**config.mk**
```make
export PLATFORM = sky130hd
export DESIGN_NAME = url_percent_decoder
export DESIGN_NICKNAME = d
export VERILOG_FILES = /design/src/uud_pkg.sv /design/src/url_percent_decoder.sv /design/src/uud_front.sv /design/src/uud_cmd_fifo.sv /design/src/uud_back.sv
export SDC_FILE = /design/constraint.sdc
export NUM_CORES = 1
export LEC_CHECK = 0
export BUFFER_PORTS_ARGS = -buffer_cell sky130_fd_sc_hd__buf_2
export CELL_PAD_IN_SITES_DETAIL_PLACEMENT = 0
export CELL_PAD_IN_SITES_GLOBAL_PLACEMENT = 1
export CORE_MARGIN = 2
export CORE_UTILIZATION = 45
export CTS_BUF_LIST = sky130_fd_sc_hd__clkbuf_8
export DETAILED_ROUTE_END_ITERATION = 10
export PLACE_DENSITY_LB_ADDON = 0.1
export SYNTH_ARGS = -nofsm -noshare
export SYNTH_HDL_FRONTEND = slang
export SYNTH_SLANG_ARGS = --single-unit
```
**constraint.sdc**
```tcl
create_clock -name clock -period 8.08 [get_ports clock]
set_input_delay 1.212 -clock clock [delete_from_list [all_inputs] [get_ports clock]]
set_output_delay 1.212 -clock clock [all_outputs]
set_load 0.01 [all_outputs]
```
**src/uud_pkg.sv**
```systemverilog
// Shared types, character constants and hex helpers for the URL percent decoder.
package uud_pkg;

   localparam int MaxResults = 3;
   localparam int CapWidth   = 16;
   localparam int CsrWidth   = 32;
   localparam int AddrWidth  = 3;

   localparam logic [7:0] ChNul     = 8'h00;
   localparam logic [7:0] ChPercent = 8'h25;
   localparam logic [7:0] ChPlus    = 8'h2B;
   localparam logic [7:0] ChSpace   = 8'h20;
   localparam logic [7:0] ChZero    = 8'h30;
   localparam logic [7:0] ChNine    = 8'h39;
   localparam logic [7:0] ChUpperA  = 8'h41;
   localparam logic [7:0] ChUpperF  = 8'h46;
   localparam logic [7:0] ChLowerA  = 8'h61;
   localparam logic [7:0] ChLowerF  = 8'h66;

   localparam logic [CapWidth-1:0] CapacityReset = 16'd256;
   localparam logic [0:0]          RegOutCapacity = 1'b0;

   typedef enum logic [1:0] {
      PhIdle    = 2'd0,
      PhPercent = 2'd1,
      PhDigit   = 2'd2
   } phase_type;

   typedef struct packed {
      logic [7:0] data;
      logic       is_end;
   } entry_type;

   typedef struct packed {
      logic [1:0]                     count;
      entry_type [MaxResults-1:0]     ents;
   } cmd_type;

   typedef struct packed {
      logic full;
      logic empty;
   } fifo_status_type;

   function automatic logic is_hex(input logic [7:0] c);
      return (c inside {[ChZero:ChNine], [ChUpperA:ChUpperF], [ChLowerA:ChLowerF]});
   endfunction

   function automatic logic [3:0] hex_value(input logic [7:0] c);
      logic [7:0] v;
      if (c inside {[ChZero:ChNine]}) begin
         v = c - ChZero;
      end else if (c inside {[ChUpperA:ChUpperF]}) begin
         v = c - ChUpperA + 8'd10;
      end else begin
         v = c - ChLowerA + 8'd10;
      end
      return v[3:0];
   endfunction

endpackage

```
**src/url_percent_decoder.sv**
```systemverilog
// Top level of the streaming URL percent decoder with its register port.
//
// Decodes a form-urlencoded string one byte per input word: '%' with two hex
// digits becomes one byte, '+' becomes a space, a byte of 0 ends the string
// and yields a terminator word with rsp_is_end high, after which the escape
// state and the data count are cleared for the next string. A broken escape
// is flushed literally before the breaking byte is handled afresh. At most
// out_capacity minus one data words are delivered per string; the rest are
// dropped quietly, but the terminator always comes. The front end accepts
// one word per cycle whenever its two-entry command queue has room; the back
// end delivers one result word per cycle while rsp_ready does not stall it,
// and an input word that yields two or three results (a broken escape)
// holds the back end until all of them are handled. Dropped data bytes also
// occupy the back end. An accepted word's first result passes through the
// command queue and then the output register. The only register,
// out_capacity, sits at byte address 0 and resets to 256; it should be
// written only while the decoder is idle.
module url_percent_decoder (
   input  logic                            clock,
   input  logic                            reset,
   input  logic                            req_valid,
   output logic                            req_ready,
   input  logic [7:0]                      req_in_byte,
   output logic                            rsp_valid,
   input  logic                            rsp_ready,
   output logic [7:0]                      rsp_out_byte,
   output logic                            rsp_is_end,
   input  logic                            csr_psel,
   input  logic                            csr_penable,
   input  logic                            csr_pwrite,
   input  logic [uud_pkg::AddrWidth-1:0]   csr_paddr,
   input  logic [uud_pkg::CsrWidth-1:0]    csr_pwdata,
   output logic [uud_pkg::CsrWidth-1:0]    csr_prdata,
   output logic                            csr_pready
);

   logic [uud_pkg::CapWidth-1:0] capacity_ff, capacity_in;
   logic                         reg_hit;
   logic                         push, pop;
   uud_pkg::cmd_type             push_cmd, head;
   uud_pkg::fifo_status_type     fifo_status;

   // Register port: the word index is the address divided by four.
   assign csr_pready = 1'b1;
   assign reg_hit    = (csr_paddr[2] == uud_pkg::RegOutCapacity);

   always_comb begin
      capacity_in = capacity_ff;
      if (csr_psel && csr_penable && csr_pwrite && reg_hit) begin
         capacity_in = csr_pwdata[uud_pkg::CapWidth-1:0];
      end
   end

   assign csr_prdata = reg_hit
      ? {{(uud_pkg::CsrWidth-uud_pkg::CapWidth){1'b0}}, capacity_ff}
      : '0;

   always_ff @(posedge clock) begin
      if (reset) begin
         capacity_ff <= uud_pkg::CapacityReset;
      end else begin
         capacity_ff <= capacity_in;
      end
   end

   // The front end classifies each word and queues the results it implies.
   uud_front u_front (
      .clock       (clock),
      .reset       (reset),
      .req_valid   (req_valid),
      .req_ready   (req_ready),
      .req_in_byte (req_in_byte),
      .fifo_status (fifo_status),
      .push        (push),
      .cmd         (push_cmd)
   );

   uud_cmd_fifo u_fifo (
      .clock    (clock),
      .reset    (reset),
      .push     (push),
      .push_cmd (push_cmd),
      .pop      (pop),
      .head     (head),
      .status   (fifo_status)
   );

   // The back end owns the capacity count and the output register.
   uud_back u_back (
      .clock        (clock),
      .reset        (reset),
      .head         (head),
      .fifo_status  (fifo_status),
      .out_capacity (capacity_ff),
      .pop          (pop),
      .rsp_valid    (rsp_valid),
      .rsp_ready    (rsp_ready),
      .rsp_out_byte (rsp_out_byte),
      .rsp_is_end   (rsp_is_end)
   );

endmodule

```
**src/uud_front.sv**
```systemverilog
// Front end: accepts input words, tracks escape state and builds result commands.
module uud_front (
   input  logic                     clock,
   input  logic                     reset,
   input  logic                     req_valid,
   output logic                     req_ready,
   input  logic [7:0]               req_in_byte,
   input  uud_pkg::fifo_status_type fifo_status,
   output logic                     push,
   output uud_pkg::cmd_type         cmd
);

   uud_pkg::phase_type phase_ff, phase_in;
   logic [7:0]         held_ff, held_in;
   logic               accept;

   assign req_ready = !fifo_status.full;
   assign accept    = req_valid && req_ready;
   assign push      = accept && (cmd.count != 2'd0);

   // Next escape state.
   always_comb begin
      phase_in = phase_ff;
      held_in  = held_ff;
      if (accept) begin
         if (phase_ff == uud_pkg::PhPercent && uud_pkg::is_hex(req_in_byte)) begin
            phase_in = uud_pkg::PhDigit;
            held_in  = req_in_byte;
         end else if (phase_ff == uud_pkg::PhDigit && uud_pkg::is_hex(req_in_byte)) begin
            phase_in = uud_pkg::PhIdle;
         end else if (req_in_byte == uud_pkg::ChPercent) begin
            phase_in = uud_pkg::PhPercent;
         end else begin
            phase_in = uud_pkg::PhIdle;
         end
      end
   end

   // Result command for the current word.
   always_comb begin
      logic [1:0] n;
      logic       fresh;
      n     = 2'd0;
      fresh = 1'b0;
      cmd   = '0;
      case (phase_ff)
         uud_pkg::PhPercent: begin
            if (!uud_pkg::is_hex(req_in_byte)) begin
               cmd.ents[n] = '{data: uud_pkg::ChPercent, is_end: 1'b0};
               n           = n + 2'd1;
               fresh       = 1'b1;
            end
         end
         uud_pkg::PhDigit: begin
            if (uud_pkg::is_hex(req_in_byte)) begin
               cmd.ents[n] = '{data: {uud_pkg::hex_value(held_ff),
                                      uud_pkg::hex_value(req_in_byte)}, is_end: 1'b0};
               n           = n + 2'd1;
            end else begin
               cmd.ents[n] = '{data: uud_pkg::ChPercent, is_end: 1'b0};
               n           = n + 2'd1;
               cmd.ents[n] = '{data: held_ff, is_end: 1'b0};
               n           = n + 2'd1;
               fresh       = 1'b1;
            end
         end
         default: begin
            fresh = 1'b1;
         end
      endcase
      if (fresh) begin
         if (req_in_byte == uud_pkg::ChNul) begin
            cmd.ents[n] = '{data: uud_pkg::ChNul, is_end: 1'b1};
            n           = n + 2'd1;
         end else if (req_in_byte == uud_pkg::ChPlus) begin
            cmd.ents[n] = '{data: uud_pkg::ChSpace, is_end: 1'b0};
            n           = n + 2'd1;
         end else if (req_in_byte != uud_pkg::ChPercent) begin
            cmd.ents[n] = '{data: req_in_byte, is_end: 1'b0};
            n           = n + 2'd1;
         end
      end
      cmd.count = n;
   end

   always_ff @(posedge clock) begin
      if (reset) begin
         phase_ff <= uud_pkg::PhIdle;
         held_ff  <= '0;
      end else begin
         phase_ff <= phase_in;
         held_ff  <= held_in;
      end
   end

   a_push_not_full: assert property (@(posedge clock) disable iff (reset)
      push |-> !fifo_status.full)
      else $error("command pushed into a full queue");

   // The digit phase is entered from a pending percent and may then wait for input.
   a_digit_after_percent: assert property (@(posedge clock) disable iff (reset)
      (phase_ff == uud_pkg::PhDigit) |-> ($past(phase_ff) != uud_pkg::PhIdle))
      else $error("digit phase entered without a pending percent");

endmodule

```
**src/uud_cmd_fifo.sv**
```systemverilog
// Two-entry queue of result commands between the front and back ends.
module uud_cmd_fifo (
   input  logic                     clock,
   input  logic                     reset,
   input  logic                     push,
   input  uud_pkg::cmd_type         push_cmd,
   input  logic                     pop,
   output uud_pkg::cmd_type         head,
   output uud_pkg::fifo_status_type status
);

   uud_pkg::cmd_type mem_ff [2];
   logic             wr_ptr_ff, wr_ptr_in;
   logic             rd_ptr_ff, rd_ptr_in;
   logic [1:0]       count_ff, count_in;

   assign status.full  = (count_ff == 2'd2);
   assign status.empty = (count_ff == 2'd0);
   assign head         = mem_ff[rd_ptr_ff];

   always_comb begin
      wr_ptr_in = wr_ptr_ff ^ push;
      rd_ptr_in = rd_ptr_ff ^ pop;
      count_in  = count_ff + {1'b0, push} - {1'b0, pop};
   end

   always_ff @(posedge clock) begin
      if (push) begin
         mem_ff[wr_ptr_ff] <= push_cmd;
      end
   end

   always_ff @(posedge clock) begin
      if (reset) begin
         wr_ptr_ff <= 1'b0;
         rd_ptr_ff <= 1'b0;
         count_ff  <= 2'd0;
      end else begin
         wr_ptr_ff <= wr_ptr_in;
         rd_ptr_ff <= rd_ptr_in;
         count_ff  <= count_in;
      end
   end

   a_no_pop_empty: assert property (@(posedge clock) disable iff (reset)
      pop |-> !status.empty)
      else $error("pop from an empty queue");

endmodule

```
**src/uud_back.sv**
```systemverilog
// Back end: walks each command, applies the capacity limit and drives the output register.
module uud_back (
   input  logic                            clock,
   input  logic                            reset,
   input  uud_pkg::cmd_type                head,
   input  uud_pkg::fifo_status_type        fifo_status,
   input  logic [uud_pkg::CapWidth-1:0]    out_capacity,
   output logic                            pop,
   output logic                            rsp_valid,
   input  logic                            rsp_ready,
   output logic [7:0]                      rsp_out_byte,
   output logic                            rsp_is_end
);

   logic [1:0]                   idx_ff, idx_in;
   logic [uud_pkg::CapWidth-1:0] emitted_ff, emitted_in;
   logic                         valid_ff, valid_in;
   logic [7:0]                   byte_ff;
   logic                         end_ff;
   logic [uud_pkg::CapWidth-1:0] limit;
   uud_pkg::entry_type           ent;
   logic                         step, emit, last;

   assign limit = (out_capacity == '0) ? '0 : out_capacity - 1'b1;
   assign ent   = head.ents[idx_ff];
   assign step  = !fifo_status.empty && (!valid_ff || rsp_ready);
   assign emit  = step && (ent.is_end || (emitted_ff < limit));
   assign last  = (idx_ff == head.count - 2'd1);
   assign pop   = step && last;

   always_comb begin
      idx_in     = idx_ff;
      emitted_in = emitted_ff;
      valid_in   = valid_ff && !rsp_ready;
      if (step) begin
         idx_in = last ? 2'd0 : idx_ff + 2'd1;
      end
      if (emit) begin
         valid_in   = 1'b1;
         emitted_in = ent.is_end ? '0 : emitted_ff + 1'b1;
      end
   end

   always_ff @(posedge clock) begin
      if (emit) begin
         byte_ff <= ent.data;
         end_ff  <= ent.is_end;
      end
   end

   always_ff @(posedge clock) begin
      if (reset) begin
         idx_ff     <= 2'd0;
         emitted_ff <= '0;
         valid_ff   <= 1'b0;
      end else begin
         idx_ff     <= idx_in;
         emitted_ff <= emitted_in;
         valid_ff   <= valid_in;
      end
   end

   assign rsp_valid    = valid_ff;
   assign rsp_out_byte = byte_ff;
   assign rsp_is_end   = end_ff;

   a_idx_in_range: assert property (@(posedge clock) disable iff (reset)
      !fifo_status.empty |-> (idx_ff < head.count))
      else $error("slot index beyond the command length");

   a_count_cleared: assert property (@(posedge clock) disable iff (reset)
      (emit && ent.is_end) |=> (emitted_ff == '0))
      else $error("emitted count not cleared after a terminator");

endmodule
```
# After elaboration in Yosys (flattened, before gate mapping)
# Memory sizes are Yosys's and may differ from the RTL's. A register that Yosys moved wholly into a read port is not among the register bits.
# Index checks and enable logic that the tools add are counted.
# totals
mem_bits_rw,58
out_inout_bits,44
reg_bits,58
wordCells,127
mem_count,1
inputBits,50
# memory_table
name,words,word_bits,rd,rd_clocked_by_memory_dff,wr,line,source
u_fifo.mem_ff,2,29,1,1,1,uud_cmd_fifo.sv:12,uud_pkg::cmd_type mem_ff [2];
# op_classes
n_lt_le_gt_ge,14
mux,38
n_bitwise,9
eq_ne,7
addsub,17
reduce_logical,30
# ops
operator,count
$mux 27,4
$and 16x24->24,2
$mux 16,3
$not 24->24,2
$mux 9,5
$bwmux 27,1
$ge 8x7->1 const B,3
$le 8x7->1 const B,3
$sub 4x1->4 const B,6
$bmux 9 s2,1
$demux 9 s2,1
$pmux 9 s2,1
$logic_and 1x1->1,17
$add 16x1->16 const B,1
$add 4x4->4 const B,4
$eq 8x6->1 const B,2
$ge 8x6->1 const B,2
$le 8x6->1 const B,2
$logic_not 16->1,1
$lt 16x16->1,1
$mux 2,8
$mux 4,4
$sub 16x1->16 const B,1
$logic_not 8->1,1
23 further kinds,39

# Logic depth before layout (Yosys ltp)
# Gate-level depths: netlist of the first run.
# depth
ltp_word,14
ltp_mapped,16
mapped_depth_nobuf,15

# Cells and area by module
# A second synthesis of the first run with hierarchy kept.
# unflattened
hier_cells,696
area_unflattened_um2,6991.7
# modules_own_cells
module,seq_area_each_um2,area_per_inst_um2,cells_each,n_inst
uud_back,650.6,2363.5,289,1
uud_cmd_fifo,1821.7,2302.2,109,1
uud_front,200.2,1343.8,192,1
url_percent_decoder,320.3,982.2,106,1

# Least setup slack after synthesis of the first run
# No wires, ideal clock.
# synth_path
kind,input to register
startpoint,in req_in_byte[0]
endpoint,mem u_fifo.mem_ff[1][0] (netlist name) (enable)
path_slack_ns,3.575
path_stages,10
t_arrival_ns,4.116
required_time_ns,7.691
n_path_buf,0
setup_ns,0.389
cell_sequence,inv_1 -> ha_1 -> nor3b_1 -> o31a_1 -> nor4_2 -> mux2i_1 -> ha_1 -> nor3b_1 -> nor3_1 -> ha_1
# synth_via
elab_chain_cells,14
elab_cells_between_ends,27
cone_classes,add/sub: 1; order compare: 6; eq/ne: 2; mux: 11; reduce/logical: 7
# synth_lines
element,line,source
"start, declared",url_percent_decoder.sv:23,"input logic [7:0] req_in_byte,"
$ge 8x6->1 (tied with other cells),uud_pkg.sv:45,"return (c inside {[ChZero:ChNine], [ChUpperA:ChUpperF], [ChLowerA:ChLowerF]});"
$logic_and 1x1->1,uud_pkg.sv:45,
$reduce_bool 3->1,uud_pkg.sv:45,
$mux 2 / $mux 1 (equally long branches),"uud_front.sv:55, uud_front.sv:48",
$pmux 2 s2,uud_front.sv:46,case (phase_ff)
$add 2x1->2,"uud_front.sv:74, uud_front.sv:77, uud_front.sv:80",
$mux 2,uud_front.sv:78,end else if (req_in_byte != uud_pkg::ChPercent) begin
$mux 2,uud_front.sv:75,end else if (req_in_byte == uud_pkg::ChPlus) begin
$mux 2,uud_front.sv:72,if (req_in_byte == uud_pkg::ChNul) begin
$mux 2 (*),uud_front.sv:71,if (fresh) begin
$reduce_bool 2->1 (*),uud_front.sv:19,assign push = accept && (cmd.count != 2'd0);
$logic_and 1x1->1 (*),uud_front.sv:19,
$mux 1 (*),uud_cmd_fifo.sv:28,if (push) begin
$mux 1 (implied by the code) (*),uud_cmd_fifo.sv:29,mem_ff[wr_ptr_ff] <= push_cmd;
"end, declared",uud_cmd_fifo.sv:12,
# Every way passes the cells marked *; elsewhere a longest branch is shown, timed or not.

# Worst setup path in the final report of the first run
# layout_path
startpoint,in req_in_byte[0]
endpoint,reg u_fifo.count_ff[1]
# layout_via
elab_chain_cells,14
elab_cells_between_ends,27
cone_classes,add/sub: 3; order compare: 6; eq/ne: 2; mux: 9; reduce/logical: 7
# layout_lines
element,line,source
$ge 8x6->1 (tied with other cells),uud_pkg.sv:45,
$logic_and 1x1->1,uud_pkg.sv:45,
$reduce_bool 3->1,uud_pkg.sv:45,
$mux 2 / $mux 1 (equally long branches),"uud_front.sv:55, uud_front.sv:48",
$pmux 2 s2,uud_front.sv:46,
$add 2x1->2,"uud_front.sv:74, uud_front.sv:77, uud_front.sv:80",
$mux 2,uud_front.sv:78,
$mux 2,uud_front.sv:75,
$mux 2,uud_front.sv:72,
$mux 2 (*),uud_front.sv:71,
$reduce_bool 2->1 (*),uud_front.sv:19,
$logic_and 1x1->1 (*),uud_front.sv:19,
$add 2x1->2 (*),uud_cmd_fifo.sv:24,"count_in = count_ff + {1'b0, push} - {1'b0, pop};"
$sub 2x1->2 (*),uud_cmd_fifo.sv:24,
"end signal, assigned",uud_cmd_fifo.sv:41,count_ff <= count_in;
"end, declared",uud_cmd_fifo.sv:15,"logic [1:0] count_ff, count_in;"
# Marked as above.
# A chain may end at the register's enable or synchronous reset.

==> impl_metrics.tcl, run 1 <==
set metrics [dict create \
    slew_violations 0 \
    critPathRequiredTime_ns 8.39 \
    kind_of_start_point_of_the_critical_path "input port" \
    grt_pass1_vias 4352 \
    worstHoldPathCells 2 \
    routed_wirelength_um 13600 \
    synth_top_cell_by_area "edfxtp_1" \
    timing.hold.worst.start "capacity_ff[7]" \
    reg2reg_from "capacity_ff[8]" \
    peakVddDrop_uv 98.5 \
    maxCapViolations 0 \
    mapped_area_mm2 0.00632 \
    worst_path_dominant_cell_family "adder cells" \
    syn2layout_area_growth_pct 11.7 \
    fp-row-count 43 \
    slowest_cp_cell "mux2i_1" \
    yosys_register_bits 116 \
    cellLeakagePower_nw 2.75 \
    grt_first_pass_wirelength_um 22000 \
    synth.area.top_cells "edfxtp_1 32%, dfxtp_1 16%, ha_1 6.9%" \
    insertedDiodeCount 0 \
    setup-violations-final 0 \
    port_buffers 58 \
    hold_path_class "reg -> reg" \
    grt_start_max_net_pins 37 \
    multi_input_area_mm2 0.00303 \
    cts_tree "built" \
    ctsRootBufferMaster "clkbuf_8" \
    max-clock-path-buffers 2 \
    fraction_of_layout_instances_using_a_drive_strength_above_1_pct 15.8 \
    timing.critical_path.from "req_in_byte[0]" \
    slew_headroom_pct 38.8 \
    post_cts_resized 0 \
    finalCriticalPeriod_ns 4.12 \
    synth_seq_area_share_pct 47.3 \
    htree_num_levels 4 \
    path_depth 17 \
    power_density_mw_per_mm2 232 \
    postCtsHoldBufs 0 \
    largest_stage_delay_on_the_critical_path_ns 0.39 \
    clk_transition_reported_paths_ns 0.07 \
    numPlacedInstances 844 \
    path_class "in -> reg" \
    setup-tns-final_ns 0 \
    clock_latency_ns 0.45 \
    antenna_found_initial 0 \
    layout.nets 768 \
    globalRouteTotalUtil_pct 19.3 \
    io-pin-count 94 \
    synthDominantCellAreaShare_pct 31.8 \
    critPathMostFrequentCell "ha_1" \
    finish.cell_count_without_fillers 876 \
    crit_fanout 8 \
    ys_warn_count 0 \
    max_freq_mhz 242 \
    synth_edf_count 67 \
    floorplan.core_area_mm2 0.0138 \
    worst_slew_pin_slew_ns 0.915 \
    r2r_cells 12 \
    crit_path_cell_trace "buf_2 > inv_1 > ha_1 > nor3b_1 > o31a_1 > nor4_2 > buf_4 > mux2i_1 > ha_1 > nor3b_1 > or3_1 > ha_1 > inv_1 > ha_1 > xor2_1 > xnor2_1 > nor2_1" \
    end_kind "flop" \
    viasPerCell 5.38 \
    start_util_pct 45.7 \
    setup_repair_after_global_routing_missed_its_margin "false" \
    place.gp.congestion 0.846 \
    min_period_over_period_pct 51.0 \
    floorplan_die_height_um 123 \
    hpwl_dp_um 9830 \
    hold_viol 0 \
    area.sequential_mm2 0.00299 \
    cts_num_sinks 116 \
    yosys_most_used_dff "edfxtp_1" \
    dieWidth_um 123 \
    starting_drc_count_in_detailed_routing 352 \
    filler_cells 1273 \
    drt-wirelength-per-cell_um 15.5 \
    cts_made_buffers 17 \
    outcome "finished, final reports clean" \
    netlist_instances 632 \
    critPathArrivalTime_ns 4.43 \
    finClkSkew_ns 0.00839 \
    buf_inv_stages_crit_path 4 \
    detailed_routing_iterations_pass_1 4 \
    async_flop_share_pct 0 \
    synth.distinct_cells 59 \
    die-area_mm2 0.0150 \
    globalRouteOverflowTotal 0 \
    cts_setup_buffers 0 \
    drc 0 \
    drt.antenna.violating_nets 0 \
    overall_via_count_from_detail_route 4710 \
    synth.avg_cell_area_um2 10.0 \
]
==> Yosys cell counts, types with 4 or more instances <==
cell type	instances
a21oi_1	43
a22oi_1	4
a31oi_1	4
and2_1	5
and3_1	8
buf_2	7
buf_4	18
clkbuf_1	21
dfxtp_1	49
edfxtp_1	67
ha_1	35
inv_1	30
mux2i_1	19
mux4_2	9
nand2_1	86
nand2b_1	7
nand3_1	18
nand4_1	5
nor2_1	43
nor2b_1	17
nor3_1	7
nor3b_1	4
nor4_1	10
o21ai_0	9
o21bai_1	4
o22ai_1	11
o31ai_1	9
or3_1	5
or4_1	11
xnor2_1	12
xor2_1	11
==> cell families after synthesis <==
kind of cell / after synthesis / synth area share [%]
AOI/OAI and AO/OA: 111 / 11.5
buffers and inverters: 77 / 5.78
DFF: 116 / 47.3
other: 2 / 0.119
muxes: 28 / 6.21
xor gates and xnor gates: 23 / 3.18
adders and majority gates: 35 / 6.92
and+or+nand+nor: 240 / 19.0
==> layout by cell type (no fill, tap or decap), types with 18 or more instances in the layout <==
cell	netlist	layout
inv_1	30	31
edfxtp_1	67	67
a21oi_1	43	43
mux2i_1	19	19
buf_2	7	58
nand2_1	86	86
ha_1	35	35
dfxtp_1	49	49
nor2_1	43	43
nand3_1	18	18
==> area by class of cell <==
cell class	count	area share, %
multi-input combinational	454	42.9
sequential	116	42.4
timing repair buffer	64	4.75
clock buffer	17	3.31
tap	180	3.19
clock inverter	15	1.90
inverter	30	1.59
==> registers in the layout (all words and copies together) (netlist names), 2 cells and up <==
register / flops
u_front.held_ff: 8
u_back.idx_ff: 2
u_back.emitted_ff: 16
u_front.phase_ff: 2
u_fifo.mem_ff: 58
capacity_ff: 16
u_fifo.count_ff: 2
u_back.rsp_out_byte: 8
==> worst min-delay path: stages (launching register included) <==
cell	delay, ns
dfxtp_1	0.34
nand2_1	0.06
a21oi_1	0.05
==> worst paths after layout <==
| path | end | slack, ns |
|---|---|---|
| worst min-delay path | capacity_ff[7] | 0.49 |
| worst max-delay path | u_fifo.count_ff[1] | 3.96 |
| worst max register to register | u_back.rsp_is_end | 4.43 |
| worst min register to register | capacity_ff[7] | 0.49 |
==> metrics by stage <==
step / hold WS (ns) / area, um2 / worst slack (ns) / total power [mW] / util [%]
finish: 0.495 / 7060 / 3.96 / 1.64 / 51.1
global route: 0.511 / 7060 / 3.71 / 1.74 / 51.1
CTS: 0.498 / 7060 / 3.96 / 1.66 / 51.1
detailed placement: 0.488 / 6700 / 3.47 / 1.16 / 48.4
global placement: 0.478 / 6700 / 3.52 / 1.15 / 48.4
floorplan: 0.456 / 6380 / 3.58 / 1.06 / -
==> per-layer routing <==
metal,GRT usage (%),vias to the layer above,share of wire (%)
li1,-,2372,-
met1,29.4,2216,53
met2,26.6,107,41
met3,4.69,15,5.0
met4,6.54,0,1.4
met5,0,-,0
==> power by group <==
part | total, mW | leakage, nW | internal (mW) | switching, mW
clock network | 0.494 | 0.188 | 0.244 | 0.249
registers | 0.767 | 1.03 | 0.728 | 0.0393
logic | 0.379 | 1.53 | 0.149 | 0.230
Note: power is estimated with default switching activity, not from simulation.
==> inputs of run 2 (changes only) <==
--- a/config.mk
+++ b/config.mk
@@ -9,7 +9,7 @@
 export CELL_PAD_IN_SITES_DETAIL_PLACEMENT = 0
 export CELL_PAD_IN_SITES_GLOBAL_PLACEMENT = 1
 export CORE_MARGIN = 2
-export CORE_UTILIZATION = 45
+export CORE_UTILIZATION = 42
 export CTS_BUF_LIST = sky130_fd_sc_hd__clkbuf_8
 export DETAILED_ROUTE_END_ITERATION = 10
 export PLACE_DENSITY_LB_ADDON = 0.1
==> constraint.sdc (replaced) <==
create_clock -name clock -period 3.79 [get_ports clock]
set_input_delay 0.5685 -clock clock [delete_from_list [all_inputs] [get_ports clock]]
set_output_delay 0.5685 -clock clock [all_outputs]
set_load 0.01 [all_outputs]
==> impl_metrics.tcl, run 2 (synthesized netlist as in run 1, its figures left out) <==
set metrics [dict create \
    grt_start_max_net_pins 37 \
    antenna_found_initial 0 \
    report.power.total_mw 3.54 \
    reg_top3 "u_fifo.mem_ff (58), capacity_ff (16), u_back.emitted_ff (16)" \
    cts_tree "built" \
    multi_input_area_mm2 0.00304 \
    path_class "reg -> reg" \
    max-clock-path-buffers 2 \
    fp-row-count 44 \
    layout_common_cells "86 x nand2_1, 67 x edfxtp_1, 58 x buf_2" \
    fraction_of_layout_instances_using_a_drive_strength_above_1_pct 17.6 \
    starting_drc_count_in_detailed_routing 285 \
    cts_made_buffers 17 \
    setup-tns-final_ns 0 \
    number_of_flip_flops_in_the_largest_register 58 \
    port_buffers 58 \
    power_density_mw_per_mm2 492 \
    insertedDiodeCount 0 \
    cts_num_sinks 116 \
    max_flop_register "u_fifo.mem_ff" \
    max_freq_mhz 288 \
    start_util_pct 43.2 \
    critPathMostFrequentCell "nand2_1" \
    overall_via_count_from_detail_route 4840 \
    stdcell_area_mm2 0.00721 \
    setup-violations-final 0 \
    finalHoldWorstSlack_ns 0.368 \
    cellLeakagePower_nw 2.83 \
    ff2ff_setup_slack_ns 0.32 \
    crit_path_cell_trace "nor4_2 > nand2_1 > nor4_1 > xor2_1 > nand2_1 > ha_1 > nand4_1 > nor3_1 > a22oi_1 > o2111ai_2 > buf_4 > or4_1 > a21oi_1" \
    layout.nets 783 \
    drt.antenna.violating_nets 0 \
    clk_transition_reported_paths_ns 0.07 \
    crit_fanout 12 \
    place.gp.congestion 0.847 \
    worst_slew_pin_slew_ns 0.711 \
    largest_stage_delay_on_the_critical_path_ns 0.52 \
    floorplan_die_height_um 127 \
    placement.cell_area_mm2 0.00683 \
    hold_path_class "in -> reg" \
    hpwl_dp_um 10500 \
    routed_wirelength_um 14400 \
    outcome "finished, final reports clean" \
    viasPerCell 5.41 \
    floorplan.core_area_mm2 0.0146 \
    worst_path_dominant_cell_family "simple AND/OR/NAND/NOR gates" \
    setup_repair_after_global_routing_missed_its_margin "false" \
    peakVddDrop_uv 277 \
    detailed_routing_iterations_pass_1 5 \
    globalRouteTotalUtil_pct 18.4 \
    ctsRootBufferMaster "clkbuf_8" \
    kind_of_start_point_of_the_critical_path "flop" \
    hold_viol 0 \
    syn2layout_area_growth_pct 13.9 \
    slew_violations 0 \
    slew_headroom_pct 51.9 \
    globalRouteOverflowTotal 0 \
    htree_num_levels 4 \
    maxCapViolations 0 \
    end_kind "flop" \
    grt_first_pass_wirelength_um 23200 \
    grt_pass1_vias 4509 \
    die-area_mm2 0.0161 \
    drc 0 \
    area.sequential_mm2 0.00299 \
    filler_cells 1378 \
    critPathArrivalTime_ns 3.82 \
    dieWidth_um 127 \
    slowest_cp_cell "or4_1" \
    io-pin-count 94 \
    drt-wirelength-per-cell_um 16.1 \
    buf_inv_stages_crit_path 1 \
    clock_latency_ns 0.44 \
    postCtsHoldBufs 0 \
    finClkSkew_ns 0.0121 \
    final_common_cell "nand2_1" \
    finalCriticalPeriod_ns 3.47 \
    min_period_over_period_pct 91.5 \
    critPathRequiredTime_ns 4.15 \
]
## run 2: final cells by class
cell class                 instances  area share, %
multi-input combinational        454           42.1
clock inverter                    15           1.79
inverter                          30           1.56
tap                              184           3.19
clock buffer                      17           3.25
sequential                       116           41.5
timing repair buffer              79           6.56
## run 2: worst paths after layout
path	endpoint	start	depth (start not counted)
setup / recovery	u_back.emitted_ff[11]	capacity_ff[6]	13
hold / removal	capacity_ff[10]	csr_pwdata[10]	3
setup reg to reg	u_back.emitted_ff[11]	capacity_ff[6]	13
hold reg to reg	capacity_ff[7]	capacity_ff[7]	2
## run 2: stage by stage
stage          utilization (%)  worst slack [ns]  cells
5_1_grt                   49.2            0.0320    895
2_1_floorplan                -           -0.0715    647
4_1_cts                   49.1             0.172    894
3_3_place_gp              46.6             0.127    862
3_5_place_dp              46.6            0.0341    862
6_report                  49.2             0.322    895
## run 2: routing by layer
metal	wire length, um	track usage [%]
met1	7410	27.6
met2	6060	26.3
met3	768	4.51
met4	178	5.49
met5	0	0
## run 2: report_power, final
| group | leakage, nW | switching, mW | total, mW | internal, mW |
|---|---|---|---|---|
| registers | 1.03 | 0.0893 | 1.64 | 1.55 |
| clock network | 0.186 | 0.529 | 1.05 | 0.520 |
| logic | 1.61 | 0.501 | 0.855 | 0.354 |
## run 2: timing repair
action	CTS	global route
gates resized for setup	0	1
endpoints found under the setup margin	0	9
buffers inserted	0	1
## run 2: worst register-to-register path: cells and delay by family (launching register included)
kind	cells	cell delay (ns)
compound gates	3	0.57
xor+xnor	1	0.18
fa+ha+maj	1	0.32
buf+inv	1	0.24
flops	1	0.37
simple gates	7	1.71
